===== config.mk =====
export PLATFORM = sky130hd
export DESIGN_NAME = gre_pick
export DESIGN_NICKNAME = d
export VERILOG_FILES = /design/src/rtl/gre_pkg.sv /design/src/rtl/gre_pick.sv
export SDC_FILE = /design/constraint.sdc
export NUM_CORES = 1
export LEC_CHECK = 0
export BUFFER_PORTS_ARGS = -buffer_cell sky130_fd_sc_hd__buf_2
export CAP_MARGIN = 30
export CORE_AREA = 2 2 201 203
export DETAILED_ROUTE_END_ITERATION = 10
export DIE_AREA = 0 0 203 205
export PLACE_DENSITY_LB_ADDON = 0.15
export SYNTH_ARGS = -nofsm -noshare
export SYNTH_HDL_FRONTEND = slang
export SYNTH_SLANG_ARGS = --single-unit

===== constraint.sdc =====
create_clock -name vclk -period 5.4
set_clock_uncertainty 0.1 [all_clocks]
set_input_delay 0.27 -clock vclk [all_inputs]
set_output_delay 0.27 -clock vclk [all_outputs]
set_load 0.02 [all_outputs]

===== src/rtl/gre_pkg.sv =====
// Shared types, constants and helper functions of the graph reachability engine.
package gre_pkg;

    localparam int NUM_VERTICES = 256;
    localparam int V_W          = (NUM_VERTICES > 1) ? $clog2(NUM_VERTICES) : 1;
    localparam int CNT_W        = $clog2(NUM_VERTICES + 1);
    localparam logic [8:0] SIZE_MAX = 9'h1FF;

    typedef logic [NUM_VERTICES-1:0] t_row;
    typedef logic [V_W-1:0]          t_vid;

    typedef enum logic [1:0] {
        REQ_ADD   = 2'd0,
        REQ_SIZE  = 2'd1,
        REQ_REACH = 2'd2,
        REQ_ADJ   = 2'd3
    } t_req;

    typedef struct packed {
        t_req       req_type;
        logic [7:0] vertex_a;
        logic [7:0] vertex_b;
    } t_item;

    typedef struct packed {
        logic [8:0] component_size;
        logic       reachable;
        logic       adjacent;
    } t_result;

    typedef struct packed {
        logic we;
        t_vid addr;
        t_row data;
    } t_wr;

    typedef enum logic [2:0] {
        ST_IDLE,
        ST_ADD_A,
        ST_ADD_B,
        ST_ADJ,
        ST_WALK
    } t_state;

    function automatic logic in_range(input logic [7:0] v);
        return (32'(v) < NUM_VERTICES);
    endfunction

    function automatic t_vid to_vid(input logic [7:0] v);
        return V_W'(v);
    endfunction

    function automatic t_row onehot(input t_vid v);
        return t_row'(1) << v;
    endfunction

endpackage


===== src/rtl/gre_pick.sv =====
// Selects the lowest pending vertex and encodes its index.
module gre_pick
    import gre_pkg::*;
(
    input  t_row i_pending,
    output logic o_found,
    output t_row o_bit,
    output t_vid o_idx
);

    // Two's complement trick isolates the lowest set bit.
    assign o_bit   = i_pending & (~i_pending + t_row'(1));
    assign o_found = |i_pending;

    always_comb begin
        o_idx = '0;
        for (int i = 0; i < NUM_VERTICES; i++) begin
            if (o_bit[i]) begin
                o_idx = o_idx | V_W'(i);
            end
        end
    end

endmodule


==> metrics.cfg <==
[critical_path]
crit_start = i_pending[1]
startpoint_type = input pin
path_class = input pin to output port
required_ps = 5030
worst_ep_arrival_time_ps = 4840
crit_fanout = 25
endpoint_kind = output port

[logic_synthesis]
yosys.area_share.simple_pct = 89.7
synth.mux.area_fraction_pct = 0
synth_compound_area_share_pct = 4.98
synthAdderAreaFrac_pct = 0
synth_area_um2 = 7680
synth.net_count = 1563
syn_inst = 1307
avgSynthCellArea_um2 = 5.88
seq_area_frac_synth_pct = 0
synth_top_family_by_area = simple AND/OR/NAND/NOR gates
synth_cell_types = 63
synthXorXnorAreaFrac_pct = 0
yosys_warnings = 0

[power_and_ir_drop]
irDropWorstVdd_v = 0.0000300
total_leakage_power_nw = 5.76
cellPowerDensity_nw_per_um2 = 30.4
power_switching_mw = 0.240
intPower_mw = 0.119
clkPwrFrac_pct = 0
switching_share_pct = 66.8
p_seq_share_pct = 0
power_mw = 0.359
combPwrFrac_pct = 100.0

[die]
die_w_um = 203
start_util_pct = 19.5
die_area_um2 = 41600
rows = 73
die_y_um = 205
ioPinCount = 521
core_area_um2 = 39400

[clock_network]
cts_hold_buf = 0

[layout]
num-clock-buffers = 0
nFillCells = 4743
seq_cells = 0
seq_area_um2 = 0
multi_input_area_um2 = 7290
nets = 2189
post_route_cells_drive_above_1_share_pct = 37.3
area_growth_pct = 53.8

[routing]
ant_nets = 0
firstDrtPassIters = 6
avgViaCountPerCell = 6.31
drt-total-wl_mm = 88.3
drc = 0
num_vias = 15500
wl_per_cell_um = 35.9
drt_iter0_drc = 1720

[outcome]
status = completed

[sta]
drv_slew = 0
slew_headroom_pct = 29.1
rsz0062_at_grt = no
setup_tns_ps = 0
fmax_mhz = 192
fin_ws_ps = 194
hold_ws_ps = 748
hold_viol_final = 0
fin_crit_ps = 5210
setup_viol = 0
worst_pin_slew_ps = 1050
post-route-period-util_pct = 96.4

[grt]
grt_pass1_wl_mm = 119
grt-ovfl-total = 0
grt_pass1_vias = 15000
track_usage_pct = 40.2
antenna_found_initial = 5
grt_max_degree = 29

[placed_design]
dp_slack_ps = 121
routabilityCongestion = 1.09
post-dp-hpwl_mm = 78.1
io_buffers = 521

[hold_path]
holdPathEnd = o_bit[0]
hp-start = i_pending[0]
hp-class = input pin to output port
holdPathStages = 2

[flow_run]
max-cap-violations = 0

-- worst max-delay path, stage by stage --
cell	delay (ps)
buf_2	130
nor4_1	580
nand4b_1	340
nor3_2	910
nand4_2	140
buf_4	310
nor3_1	430
nand3_1	160
nor3b_1	860
nor4_2	140
nand4_1	140
or4_1	190
buf_2	190
-- stage by stage --
stage | instance area [um^2] | instances | utilization (%)
3_5_place_dp | 11800 | 2455 | 30.0
6_report | 11800 | 2457 | 30.0
3_3_place_gp | 11800 | 2451 | 29.9
2_1_floorplan | 7680 | 1307 | -
4_1_cts | 11800 | 2455 | 30.0
5_1_grt | 11800 | 2456 | 30.0
-- placed cells by master, fill, tap and decap left out, types with 22 or more instances in the layout --
master / instances
nor4_1: 156
nor4_2: 22
nand4_1: 99
and4_1: 24
nor3b_1: 25
or4_1: 65
inv_1: 74
nand2_1: 93
nor2_1: 170
nor4b_1: 25
or3_1: 36
nor3_1: 144
nand3_1: 93
buf_4: 126
buf_2: 525
and3_1: 50
-- metal layers --
metal / track usage, % / vias to the layer above / wire length (um)
met5: 0 / - / 8
met4: 22.9 / 2 / 6090
met3: 7.84 / 251 / 7950
met2: 68.7 / 1162 / 40800
met1: 46.9 / 7547 / 33500
li1: - / 6538 / -
-- cell type report --
type | instances | area share, %
diodes | 1 | 0.0212
inverters | 74 | 2.35
multi-input cells | 1205 | 61.7
well taps | 525 | 5.56
repair buffers | 652 | 30.3
-- timing repair --
| action | CTS | global route |
|---|---|---|
| setup buffers | 0 | 0 |
| resized for setup | 0 | 1 |
| endpoints found under the setup margin | 0 | 1 |
-- logic make-up (layout without fill, tap and decap cells) --
logic type / Yosys count / after routing
buffers and inverters: 102 / 726
AO/OA/AOI/OAI: 53 / 53
AND/OR/NAND/NOR: 1152 / 1152
other: 0 / 1
-- Yosys cell counts (8+ instances only) --
library cell / instances / share of area, %
nor2_1: 170 / 8.3
nor4_1: 158 / 13
nor3_1: 145 / 9.4
nand4_1: 99 / 8.1
nand2_1: 93 / 4.5
nand3_1: 93 / 6.1
inv_1: 74 / 3.6
or4_1: 65 / 6.4
and3_1: 50 / 4.1
or3_1: 36 / 2.9
nor3b_1: 25 / 2.4
nor4b_1: 25 / 2.9
and4_1: 24 / 2.7
nand4b_1: 21 / 2.4
and2_1: 20 / 1.6
nor4_2: 20 / 3.3
or2_2: 20 / 1.6
clkbuf_1: 18 / 0.88
nand3b_1: 18 / 1.8
and4b_1: 12 / 1.6
a21oi_1: 11 / 0.72
nand2b_1: 11 / 0.90
and3b_1: 9 / 1.0
nor2b_1: 9 / 0.73
o21ai_0: 8 / 0.52
-- how the worst max path moves through the flow --
| stage | slack [ps] | endpoint |
|---|---|---|
| after floorplan | 1630 | o_idx[4] |
| after global placement | 30 | o_idx[5] |
| after detailed placement | 120 | o_idx[5] |
| after CTS | 110 | o_idx[5] |
| after global routing | 80 | o_idx[0] |
| final | 190 | o_idx[0] |
-- power by group through the flow --
stage	clock [mW]	sequential (mW)	combinational [mW]
3_5_place_dp	0	0	0.347
4_1_cts	0	0	0.349
3_3_place_gp	0	0	0.350
6_report	0.00000000000327	0	0.359
5_1_grt	0	0	0.375
2_1_floorplan	0	0	0.0924
Note: power is estimated with default switching activity, not from simulation.
